File: src/rtl/core/fss_pkg.sv
// shared types, constants and helper functions for the fuzzy subsequence scorer
`default_nettype none
package fss_pkg;

  localparam int PAT_DEPTH  = 64;
  localparam int PAT_AW     = $clog2(PAT_DEPTH);
  localparam int LEN_W      = $clog2(PAT_DEPTH + 1);
  localparam int TPOS_W     = 16;
  localparam int ACC_W      = 20;
  localparam int BONUS_W    = 13;
  localparam int SCORE_W    = 32;

  localparam logic [TPOS_W-1:0] TEXT_LIMIT = 16'd65535;

  localparam logic [1:0] OP_CLEAR  = 2'd0;
  localparam logic [1:0] OP_APPEND = 2'd1;
  localparam logic [1:0] OP_TEXT   = 2'd2;
  localparam logic [1:0] OP_EMPTY  = 2'd3;

  localparam logic [SCORE_W-1:0] SCORE_EXACT  = 32'd10000;
  localparam logic [SCORE_W-1:0] SCORE_PREFIX = 32'd5000;
  localparam logic [SCORE_W-1:0] SCORE_EMPTY  = 32'd1;

  localparam logic [BONUS_W-1:0] PTS_MATCH = 13'd100;
  localparam logic [BONUS_W-1:0] PTS_RUN   = 13'd50;
  localparam logic [BONUS_W-1:0] PTS_START = 13'd200;
  localparam logic [BONUS_W-1:0] PTS_SEP   = 13'd150;

  typedef struct packed {
    logic [SCORE_W-1:0] score;
    logic               matched;
  } result_t;

  function automatic logic [7:0] fold(input logic [7:0] c);
    logic [7:0] r;
    r = c;
    if (c >= 8'h41 && c <= 8'h5a) begin
      r = c + 8'd32;
    end
    return r;
  endfunction

  function automatic logic is_sep(input logic [7:0] c);
    return (c == 8'h2f) || (c == 8'h5f) || (c == 8'h2d) || (c == 8'h2e);
  endfunction

endpackage
`default_nettype wire

File: src/rtl/core/fss_ram.sv
// generic ram: one write port, two registered read ports
`default_nettype none
module fss_ram #(
  parameter int WIDTH = 8,
  parameter int DEPTH = 64
) (
  input  wire logic                     clk,
  input  wire logic                     we,
  input  wire logic [$clog2(DEPTH)-1:0] waddr,
  input  wire logic [WIDTH-1:0]         wdata,
  input  wire logic [$clog2(DEPTH)-1:0] raddr_a,
  output logic      [WIDTH-1:0]         rdata_a,
  input  wire logic [$clog2(DEPTH)-1:0] raddr_b,
  output logic      [WIDTH-1:0]         rdata_b
);

  logic [WIDTH-1:0] mem [DEPTH];

  always_ff @(posedge clk) begin
    if (we) begin
      mem[waddr] <= wdata;
    end
    rdata_a <= mem[raddr_a];
    rdata_b <= mem[raddr_b];
  end

endmodule
`default_nettype wire

File: src/rtl/core/fss_out_queue.sv
// two-entry result queue between the scoring logic and the output channel
`default_nettype none
module fss_out_queue (
  input  wire logic             clk,
  input  wire logic             rst,
  input  wire logic             push,
  input  wire fss_pkg::result_t push_data,
  output logic                  full,
  output logic                  out_valid,
  input  wire logic             out_ready,
  output fss_pkg::result_t      out_data
);

  fss_pkg::result_t ent [2];
  logic       wptr;
  logic       rptr;
  logic [1:0] count;
  logic       pop;

  assign pop       = out_valid && out_ready;
  assign out_valid = (count != 2'd0);
  assign full      = (count == 2'd2);
  assign out_data  = ent[rptr];

  always_ff @(posedge clk) begin
    if (push) begin
      ent[wptr] <= push_data;
    end
  end

  always_ff @(posedge clk) begin
    if (rst) begin
      wptr  <= 1'b0;
      rptr  <= 1'b0;
      count <= 2'd0;
    end else begin
      if (push) begin
        wptr <= ~wptr;
      end
      if (pop) begin
        rptr <= ~rptr;
      end
      count <= count + {1'b0, push} - {1'b0, pop};
    end
  end

endmodule
`default_nettype wire

File: src/rtl/core/fuzzy_subsequence_scorer_core.sv
// fuzzy subsequence scorer: top level with scan state, pattern ram and result queue
//
// input channel s_*: s_tuser carries the command (clear pattern, append pattern
// byte, text byte, empty candidate), s_tdata the byte, s_tlast ends a candidate.
// output channel m_*: one item per candidate, m_tdata the signed score and
// m_tuser the matched flag.
// the pattern sits in a 64-entry ram with two registered read ports; the ram
// addresses follow the next text position and next pattern index, so the
// bytes needed by an item are already read when it arrives.
// throughput: one item per cycle while s_tready is high, text and pattern alike.
// a result is queued as its last byte is accepted, shown on m_* after older ones.
// reset clears the pattern length and the scan state; ram contents are not
// cleared, there is no clearing pass and the block is ready right after reset.
// a stalled receiver fills a two-entry result queue; s_tready drops only
// while both entries hold results.
`default_nettype none
module fuzzy_subsequence_scorer_core (
  input  wire logic        clk,
  input  wire logic        rst,
  input  wire logic        s_tvalid,
  output logic             s_tready,
  input  wire logic [7:0]  s_tdata,   // [7:0] char_code
  input  wire logic [1:0]  s_tuser,   // [1:0] op
  input  wire logic        s_tlast,   // last
  output logic             m_tvalid,
  input  wire logic        m_tready,
  output logic [31:0]      m_tdata,   // [31:0] score
  output logic             m_tuser    // [0] matched
);

  localparam int AW  = fss_pkg::PAT_AW;
  localparam int LW  = fss_pkg::LEN_W;
  localparam int TW  = fss_pkg::TPOS_W;
  localparam int CW  = fss_pkg::ACC_W;
  localparam int BW  = fss_pkg::BONUS_W;

  // scan state
  logic [LW-1:0]        len, len_next;
  logic [TW-1:0]        tpos, tpos_next;
  logic [LW-1:0]        pidx, pidx_next;
  logic [LW-1:0]        run, run_next;
  logic                 started, started_next;
  logic                 prefix, prefix_next;
  logic [7:0]           prev, prev_next;
  logic signed [CW-1:0] acc, acc_next;

  logic                 accept;
  logic                 full;
  logic                 we;
  logic [AW-1:0]        waddr;
  logic [7:0]           ram_rd_t, ram_rd_p;
  logic [7:0]           rd_t, rd_p;
  logic                 fwd_t, fwd_p;
  logic [7:0]           fwd_data;

  // text byte update
  logic [7:0]           fc;
  logic                 take;
  logic                 tcmp;
  logic                 pact;
  logic                 hit;
  logic [LW-1:0]        run_inc;
  logic [BW-1:0]        bonus;
  logic [TW-1:0]        u_tpos;
  logic [LW-1:0]        u_pidx, u_run;
  logic                 u_started, u_prefix;
  logic signed [CW-1:0] u_acc;

  // finish
  logic                 push;
  logic [TW-1:0]        f_tlen;
  logic [LW-1:0]        f_pidx;
  logic                 f_prefix;
  logic signed [CW-1:0] f_acc;
  logic signed [CW:0]   f_diff;
  fss_pkg::result_t     res;
  fss_pkg::result_t     q_data;

  assign s_tready = !full;
  assign accept   = s_tvalid && s_tready;

  assign we    = accept && (s_tuser == fss_pkg::OP_APPEND) &&
                 (len < LW'(fss_pkg::PAT_DEPTH));
  assign waddr = len[AW-1:0];

  fss_ram #(
    .WIDTH (8),
    .DEPTH (fss_pkg::PAT_DEPTH)
  ) u_pat_ram (
    .clk     (clk),
    .we      (we),
    .waddr   (waddr),
    .wdata   (s_tdata),
    .raddr_a (tpos_next[AW-1:0]),
    .rdata_a (ram_rd_t),
    .raddr_b (pidx_next[AW-1:0]),
    .rdata_b (ram_rd_p)
  );

  // write-through for a read of the entry written in the same cycle
  always_ff @(posedge clk) begin
    if (rst) begin
      fwd_t <= 1'b0;
      fwd_p <= 1'b0;
    end else begin
      fwd_t <= we && (waddr == tpos_next[AW-1:0]);
      fwd_p <= we && (waddr == pidx_next[AW-1:0]);
    end
  end

  always_ff @(posedge clk) begin
    if (we) begin
      fwd_data <= s_tdata;
    end
  end

  assign rd_t = fwd_t ? fwd_data : ram_rd_t;
  assign rd_p = fwd_p ? fwd_data : ram_rd_p;

  // one text byte against the running scan state
  always_comb begin
    fc        = fss_pkg::fold(s_tdata);
    take      = (s_tuser == fss_pkg::OP_TEXT) && (tpos < fss_pkg::TEXT_LIMIT);
    tcmp      = tpos < TW'(len);
    pact      = take && (pidx < len);
    hit       = fss_pkg::fold(rd_p) == fc;
    run_inc   = run + LW'(1);
    bonus     = fss_pkg::PTS_MATCH;
    if (run_inc >= LW'(2)) begin
      bonus = bonus + BW'(run_inc) * fss_pkg::PTS_RUN;
    end
    if (tpos == '0) begin
      bonus = bonus + fss_pkg::PTS_START;
    end else if (fss_pkg::is_sep(prev)) begin
      bonus = bonus + fss_pkg::PTS_SEP;
    end

    u_tpos    = take ? tpos + TW'(1) : tpos;
    u_prefix  = prefix && !(take && tcmp && (fc != fss_pkg::fold(rd_t)));
    u_pidx    = pidx;
    u_run     = run;
    u_started = started;
    u_acc     = acc;
    if (pact) begin
      if (!hit) begin
        u_run = '0;
        if (started) begin
          u_acc = acc - CW'(1);
        end
      end else begin
        u_started = 1'b1;
        u_run     = run_inc;
        u_acc     = acc + $signed(CW'(bonus));
        u_pidx    = pidx + LW'(1);
      end
    end
  end

  // result for a text byte flagged last, or for an empty candidate
  always_comb begin
    push = accept && ((s_tuser == fss_pkg::OP_EMPTY) ||
                      ((s_tuser == fss_pkg::OP_TEXT) && s_tlast));
    if (s_tuser == fss_pkg::OP_TEXT) begin
      f_tlen   = u_tpos;
      f_pidx   = u_pidx;
      f_prefix = u_prefix;
      f_acc    = u_acc;
    end else begin
      f_tlen   = '0;
      f_pidx   = '0;
      f_prefix = 1'b1;
      f_acc    = '0;
    end
    f_diff = {f_acc[CW-1], f_acc} - $signed({1'b0, CW'(f_tlen)});

    res.score   = '0;
    res.matched = 1'b0;
    if (len == '0) begin
      res.score   = fss_pkg::SCORE_EMPTY;
      res.matched = 1'b1;
    end else if (TW'(len) > f_tlen) begin
      res.matched = 1'b0;
    end else if (f_prefix) begin
      res.score   = (f_tlen == TW'(len)) ? fss_pkg::SCORE_EXACT : fss_pkg::SCORE_PREFIX;
      res.matched = 1'b1;
    end else if (f_pidx >= len) begin
      // the score range stays far inside 32 bits, so no clamp is reached
      res.score   = fss_pkg::SCORE_W'(f_diff);
      res.matched = 1'b1;
    end
  end

  // next scan state
  always_comb begin
    len_next     = len;
    tpos_next    = tpos;
    pidx_next    = pidx;
    run_next     = run;
    started_next = started;
    prefix_next  = prefix;
    prev_next    = prev;
    acc_next     = acc;
    if (accept) begin
      // every command restarts the scan except a text byte that is not last
      tpos_next    = '0;
      pidx_next    = '0;
      run_next     = '0;
      started_next = 1'b0;
      prefix_next  = 1'b1;
      prev_next    = '0;
      acc_next     = '0;
      unique case (s_tuser)
        fss_pkg::OP_CLEAR: begin
          len_next = '0;
        end
        fss_pkg::OP_APPEND: begin
          if (we) begin
            len_next = len + LW'(1);
          end
        end
        fss_pkg::OP_TEXT: begin
          if (!s_tlast) begin
            tpos_next    = u_tpos;
            pidx_next    = u_pidx;
            run_next     = u_run;
            started_next = u_started;
            prefix_next  = u_prefix;
            prev_next    = take ? s_tdata : prev;
            acc_next     = u_acc;
          end
        end
        fss_pkg::OP_EMPTY: begin
        end
        default: begin
        end
      endcase
    end
  end

  always_ff @(posedge clk) begin
    if (rst) begin
      len     <= '0;
      tpos    <= '0;
      pidx    <= '0;
      run     <= '0;
      started <= 1'b0;
      prefix  <= 1'b1;
      prev    <= '0;
      acc     <= '0;
    end else begin
      len     <= len_next;
      tpos    <= tpos_next;
      pidx    <= pidx_next;
      run     <= run_next;
      started <= started_next;
      prefix  <= prefix_next;
      prev    <= prev_next;
      acc     <= acc_next;
    end
  end

  fss_out_queue u_out_queue (
    .clk       (clk),
    .rst       (rst),
    .push      (push),
    .push_data (res),
    .full      (full),
    .out_valid (m_tvalid),
    .out_ready (m_tready),
    .out_data  (q_data)
  );

  assign m_tdata = q_data.score;
  assign m_tuser = q_data.matched;

endmodule
`default_nettype wire

File: config.mk
export PLATFORM = sky130hd
export DESIGN_NAME = fuzzy_subsequence_scorer_core
export DESIGN_NICKNAME = d
export VERILOG_FILES = /design/src/rtl/core/fss_pkg.sv /design/src/rtl/core/fss_ram.sv /design/src/rtl/core/fss_out_queue.sv /design/src/rtl/core/fuzzy_subsequence_scorer_core.sv
export SDC_FILE = /design/constraint.sdc
export NUM_CORES = 1
export LEC_CHECK = 0
export BUFFER_PORTS_ARGS = -buffer_cell sky130_fd_sc_hd__buf_4
export CORE_MARGIN = 10
export CORE_UTILIZATION = 45
export CTS_CLUSTER_SIZE = 12
export DETAILED_ROUTE_END_ITERATION = 8
export HOLD_SLACK_MARGIN = 0.02
export PLACE_DENSITY = 0.62
export SLEW_MARGIN = 15
export SYNTH_ARGS = -nofsm -noshare
export SYNTH_HDL_FRONTEND = slang
export SYNTH_HIERARCHICAL = 1
export SYNTH_SLANG_ARGS = --single-unit
File: constraint.sdc
create_clock -name clk -period 11.7 [get_ports clk]
set_input_delay 1.755 -clock clk [delete_from_list [all_inputs] [get_ports clk]]
set_output_delay 1.755 -clock clk [all_outputs]
set_load 0.1 [all_outputs]
# Word level (Yosys, flattened, before mapping)

Memory sizes are Yosys's and may differ from the RTL's. A register that Yosys moved wholly into a read port is not among the register bits.
Cells that the tools add are included.
Widths: inputs -> output; s select.

Bits in registers: 81
RAM bits: 578
Input port bits: 15
Output and inout bits: 35
Word-level logic and storage cells: 150
Memories: 2

Add/sub/neg operators: 15
Multiply operators: 1
$lt $le $gt $ge: 13
Equality and inequality tests: 17
Mux-type cells: 53
Bitwise gates (word level): 2
Reductions and logical operators: 31

Memory list:

| name            | depth | bits a word | rd ports | clocked after memory_dff | write ports | RTL line            | RTL |
|---|---|---|---|---|---|---|---|
| u_pat_ram.mem   | 64    | 8           | 2        | 2                        | 1           | fss_ram.sv:17       | `logic [WIDTH-1:0] mem [DEPTH];` |
| u_out_queue.ent | 2     | 33          | 1        | 1                        | 1           | fss_out_queue.sv:14 | `fss_pkg::result_t ent [2];` |

Operators with widths:

| kind                  | number |
|---|---|
| $mux 20               | 6 |
| $mux 33               | 3 |
| $mux 7                | 10 |
| $mux 16               | 4 |
| $mux 8                | 8 |
| $mux 13               | 3 |
| $mux 32               | 1 |
| $add 13x8->13 const B | 2 |
| $add 8x6->8 const B   | 3 |
| $eq 8x6->1 const B    | 3 |
| $ge 8x7->1 const B    | 3 |
| $le 8x7->1 const B    | 3 |
| $add 7x1->7 const B   | 3 |
| $sub 20x17->21        | 1 |
| $add 20x14->20        | 1 |
| $sub 20x2->20 const B | 1 |
| $add 16x1->16 const B | 1 |
| $eq 16x7->1           | 1 |
| $gt 7x16->1           | 1 |
| $logic_and 1x1->1     | 16 |
| $logic_not 16->1      | 1 |
| $lt 16x16->1 const B  | 1 |
| $lt 16x7->1           | 1 |
| $mux 1                | 14 |
| 27 further kinds      | 41 |

# Logic depth before layout (Yosys ltp)

Depth in word-level cells: 16
Mapped depth: 33
Mapped depth without buffers: 32

# Hierarchy

Netlist, hierarchy kept.

By module, submodules not included:

| module                        | instances | cells each | area each (µm²) | sequential area each (µm²) |
|---|---|---|---|---|
| fss_ram                       | 1         | 1211       | 24274.5         | 15695.1 |
| fuzzy_subsequence_scorer_core | 1         | 1218       | 9135.0          | 1621.6 |
| fss_out_queue                 | 1         | 126        | 2755.1          | 2082.0 |

# Worst setup path before layout

No wires, ideal clock.

Path kind: register to register
Start point: reg run[0]
End point: mem u_out_queue/ent[0][21] (netlist bit), data pin
Library setup time: 0.323 ns
Data arrival time: 7.136 ns
Data required time: 11.377 ns
Setup slack: 4.241 ns
Cell stages (with the launch flop): 30
Buffers on the path: 2
Clock period less this slack: 7.459 ns
Path through: dfxtp_1 -> clkbuf_1 -> inv_1 -> ha_1 -> clkbuf_1 -> xor2_1 -> ha_1 -> ha_1 -> inv_1 -> fa_1 -> or3_1 -> a21oi_1 -> o32ai_1 -> a21oi_1 -> xnor2_1 -> ha_1 -> or2_2 -> a21boi_0 -> a41oi_1 -> o21bai_1 -> a21oi_1 -> xnor2_1 -> a221o_1 -> and2_1 -> ha_1 -> a21o_1 -> a21oi_1 -> a31oi_1 -> or2_2 -> o21ai_1

RTL lines:

| what                     | RTL line                             | RTL |
|---|---|---|
| start: declaration       | fuzzy_subsequence_scorer_core.sv:41  | `logic [LW-1:0] run, run_next;` |
| start signal: assignment | fuzzy_subsequence_scorer_core.sv:254 | `run <= run_next;` |
| end: declaration         | fss_out_queue.sv:14                  |  |

# Worst setup path after layout

Start point: reg run[0]
End point: mem u_out_queue/ent[1][25] (netlist bit), data pin

Cells in the longest elaborated chain, start to end: 16
Elaborated cells between the ends (all ways): 18
Those cells by class: add/sub (6); mul (1); order compare (1); mux (10)

Ends and longest elaborated chain:

| what               | RTL line                             | RTL |
|---|---|---|
| $add 7x1->7 (*)    | fuzzy_subsequence_scorer_core.sv:127 | `run_inc = run + LW'(1);` |
| $mul 7x5->12       | fuzzy_subsequence_scorer_core.sv:130 | `bonus = bonus + BW'(run_inc) * fss_pkg::PTS_RUN;` |
| $add 7x13->13      | fuzzy_subsequence_scorer_core.sv:130 |  |
| $mux 13 (*)        | fuzzy_subsequence_scorer_core.sv:129 | `if (run_inc >= LW'(2)) begin` |
| $add 13x8->13      | fuzzy_subsequence_scorer_core.sv:135 | `bonus = bonus + fss_pkg::PTS_SEP;` |
| $mux 13            | fuzzy_subsequence_scorer_core.sv:134 | `end else if (fss_pkg::is_sep(prev)) begin` |
| $mux 13 (*)        | fuzzy_subsequence_scorer_core.sv:132 | `if (tpos == '0) begin` |
| $add 20x14->20 (*) | fuzzy_subsequence_scorer_core.sv:153 | `u_acc = acc + $signed(CW'(bonus));` |
| $mux 20 (*)        | fuzzy_subsequence_scorer_core.sv:145 | `if (!hit) begin` |
| $mux 20 (*)        | fuzzy_subsequence_scorer_core.sv:144 | `if (pact) begin` |
| $mux 20 (*)        | fuzzy_subsequence_scorer_core.sv:163 | `if (s_tuser == fss_pkg::OP_TEXT) begin` |
| $sub 20x17->21 (*) | fuzzy_subsequence_scorer_core.sv:174 | `f_diff = {f_acc[CW-1], f_acc} - $signed({1'b0, CW'(f_tlen)});` |
| $mux 33 (*)        | fuzzy_subsequence_scorer_core.sv:186 | `end else if (f_pidx >= len) begin` |
| $mux 33 (*)        | fuzzy_subsequence_scorer_core.sv:183 | `end else if (f_prefix) begin` |
| $mux 32 (*)        | fuzzy_subsequence_scorer_core.sv:181 | `end else if (TW'(len) > f_tlen) begin` |
| $mux 33 (*)        | fuzzy_subsequence_scorer_core.sv:178 | `if (len == '0) begin` |

Mark *: on every way between the ends. The rest lies on a longest branch, timed or not.

==> run metrics <==
status finished, final reports clean; min setup slack post-route approximately 3.5 ns; clock skew approximately 0.054 ns; Peak Freq 0.123 GHz; CTS H-Tree Depth 3; clock root buffer clkbuf_16; total wire length 98.6 mm; Leakage approximately 13 nW; Final Hold Fails 0; post-cts sizing count 0; routed length per instance 26.8 um; reg-to-reg endpoint u_out_queue/ent[1][25]; maxcap violations 0; number of CTS-inserted buffers 75; synthesized cell area 36200 um^2; synthesized instance count between 2000 and 3000; DIE WIDTH a little over 300 um; Initial Utilization between 40 and 50%; most used cell, CP ha_1; Syn. warnings 6; Logic pwr share 9.9%; Sw Pwr 1.40 mW; Fillers roughly 6700; CTS hold repair buffers 0; crit path kind flop to flop; clock sinks just under 700; RR Startpoint run[0]; Net Sw Frac approximately 26%; Clock Latency Late Sink 0.64 ns; CTS tree done; footprint of the multi-input gates around 16000 um^2; FF+latch count, synth approximately 680; RSZ-0062 raised after global routing false; Die Y 303 um; Post-CTS Setup Inserts 0; worst reg2reg path depth 31; Core ar. 79400 um^2; crit share post-route approximately 70%; initial DRC count between 2000 and 2500; Synth top area share between 40% and 50%; nets@finish 2686; min cycle time layout 8.15 ns; Max transition margin 23.6%; sequential share of power 49.2%; Port-buffer cells 49; vias in the first global route 23455; Post-synth top flop edfxtp_1; crit path DAT approximately 8.6 ns; I/O pin count 50; CP Max Fanout 24; worst vdd ir 137 uV; antenna violations before repair 0; cell-internal power 4.03 mW; clock network power share ~41%; dpl hpwl 65.3 mm; CP Capture Type flop; Post-Syn Area per Cell roughly 14 um^2; Place WS 3.57 ns; clock buffer depth 3; drt pass-1 iters 6; Post-synth ARST share 0%; pwr dens 136 nW/um^2; CP max-delay cell o311a_1; Final Slew Violations 0; ANT cells 0; worst hold path class flop to flop; first-pass GRT wire length 148 mm; # rows 103; Seq/Total Area, Yosys 53.6%; final core utilization 50.1%; antenna viol nets, final 0; cell taking the most area after synthesis edfxtp_1; Die Area 92100 um^2; layout cells sized above 1 20.7%; Area Growth Syn to Fin 10.0%; Post-synth EDFFs a little under 600; gpl congestion 0.888; setup_tns 0 ns; post-DR vias/cell 6.34; hold depth 1; largest net degree at the start of global routing 77; total number of vias 23304; register area 19400 um^2; Worst-path clk slew 0.06 ns; syn nets ~2700; ranking of synthesized cells by area edfxtp_1 (49%), mux4_2 (17%), dfxtp_1 (5.0%), ha_1 (3.4%), mux2i_1 (2.6%); DRC 0; endpoints failing setup 0; r2r setup slk 3.55 ns; total chip power between 5 and 6 mW; Critical path origin run[0]; Worst Max-Slew Pin Slew approximately 1.1 ns; Critical Path RT approximately 12 ns; crit-path max cell delay roughly 0.58 ns; GRT Total Usage about a fifth; total grt overflow 0; Startpoint Class flop; CP endpoint u_out_queue/ent[1][25]; Netlist cell types 102
## through the flow
step | cells | area (um^2) | hold slack [ns]
floorplan | 2555 | 36200 | 0.463
global placement | 3542 | 37500 | 0.480
detailed placement | 3542 | 37500 | 0.483
CTS | 3677 | 39800 | 0.499
global route | 3677 | 39800 | 0.520
finish | 3677 | 39800 | 0.499
## critical path, delay by kind of cell (launching register included)
| family | cells | cell delay (ns) |
|---|---|---|
| DFF | 1 | 0.54 |
| adders and majority gates | 5 | 1.42 |
| xor gates and xnor gates | 3 | 0.74 |
| AOI/OAI and AO/OA | 15 | 3.57 |
| buffers and inverters | 3 | 0.50 |
| and+or+nand+nor | 5 | 1.21 |
## power groups by stage
| stage | combinational [mW] | clock [mW] | sequential, mW |
|---|---|---|---|
| 6_report | 0.537 | 2.22 | 2.67 |
| 2_1_floorplan | 0.426 | 0 | 2.70 |
| 5_1_grt | 0.563 | 2.37 | 2.67 |
| 4_1_cts | 0.540 | 2.26 | 2.67 |
| 3_5_place_dp | 0.539 | 0 | 2.72 |
| 3_3_place_gp | 0.533 | 0 | 2.72 |
## cells in the mapped netlist, drive strengths merged (9+ instances only)
| cell type | number |
|---|---|
| edfxtp | 586 |
| nand3 | 53 |
| o211ai | 12 |
| o31a | 11 |
| a22oi | 39 |
| o31ai | 9 |
| o21a | 16 |
| a31oi | 13 |
| a21oi | 84 |
| mux4 | 270 |
| o22ai | 29 |
| a21o | 27 |
| and3 | 16 |
| mux2i | 94 |
| clkbuf | 66 |
| a221oi | 9 |
| and2 | 22 |
| nor2b | 22 |
| xor2 | 31 |
| xnor2 | 64 |
| nor4 | 11 |
| nor3 | 45 |
| nor2 | 220 |
| nand4 | 22 |
| or3 | 12 |
| buf | 84 |
| a211oi | 14 |
| o221ai | 11 |
| nand2 | 138 |
| mux2 | 44 |
| inv | 73 |
| ha | 98 |
| dfxtp | 90 |
| o21ai | 88 |
| nand2b | 25 |
## worst min path at each step
stage / startpoint / endpoint
finish: prefix / prefix
CTS: prefix / prefix
floorplan: prefix / prefix
detailed placement: prefix / prefix
global placement: prefix / prefix
global route: prefix / prefix
## layout make-up
class,count,area share [%]
Sequential cell,676,48.8
Multi-Input combinational cell,1656,39.7
Clock buffer,101,5.04
Tap cell,1050,3.30
Timing Repair Buffer,87,1.67
Clock inverter,34,0.777
Inverter,73,0.717
## state kept, by name (all words and copies together), names as in the netlist, 2 cells and up, named ones only
| register | flops |
|---|---|
| u_pat_ram/mem | 512 |
| u_out_queue/ent | 66 |
| acc | 20 |
| tpos | 16 |
| fwd_data | 8 |
| prev | 8 |
| u_pat_ram/rdata_a | 8 |
| u_pat_ram/rdata_b | 8 |
| len | 7 |
| pidx | 7 |
| run | 7 |
| u_out_queue/count | 2 |
## kinds of logic after synthesis
logic type	Yosys count	share of synthesized area, %
AOI/OAI and AO/OA	426	8.08
xor gates and xnor gates	96	2.38
adders and majority gates	102	3.61
buffers and inverters	223	2.81
DFF	676	53.6
muxes	408	21.1
and+or+nand+nor	624	8.38
## cells in the final DEF (no fill, tap or decap), drive strengths merged, types with 14 or more instances in the layout
cell type,netlist,final
buf,84,87
clkinv,0,29
mux4,270,270
inv,73,75
nand4,22,22
edfxtp,586,586
nor3,45,45
nor2,220,220
o21ai,88,88
o21a,16,16
a211oi,14,14
and2,22,22
nor2b,22,22
o22ai,29,29
a22oi,39,39
ha,98,98
and3,16,16
mux2,44,44
nand3,53,53
xnor2,64,64
nand2,138,138
clkbuf,66,101
a21oi,84,84
nand2b,25,25
mux2i,94,94
dfxtp,90,90
a21o,27,27
xor2,31,31
## metal layers
metal	track usage (%)	up-vias	share of wire (%)
met5	0	-	0
met4	8.38	0	4.2
met3	4.30	213	7.2
met2	35.5	980	49
met1	27.0	11949	39
li1	-	10162	-
Power figures use the tool's default switching activity.
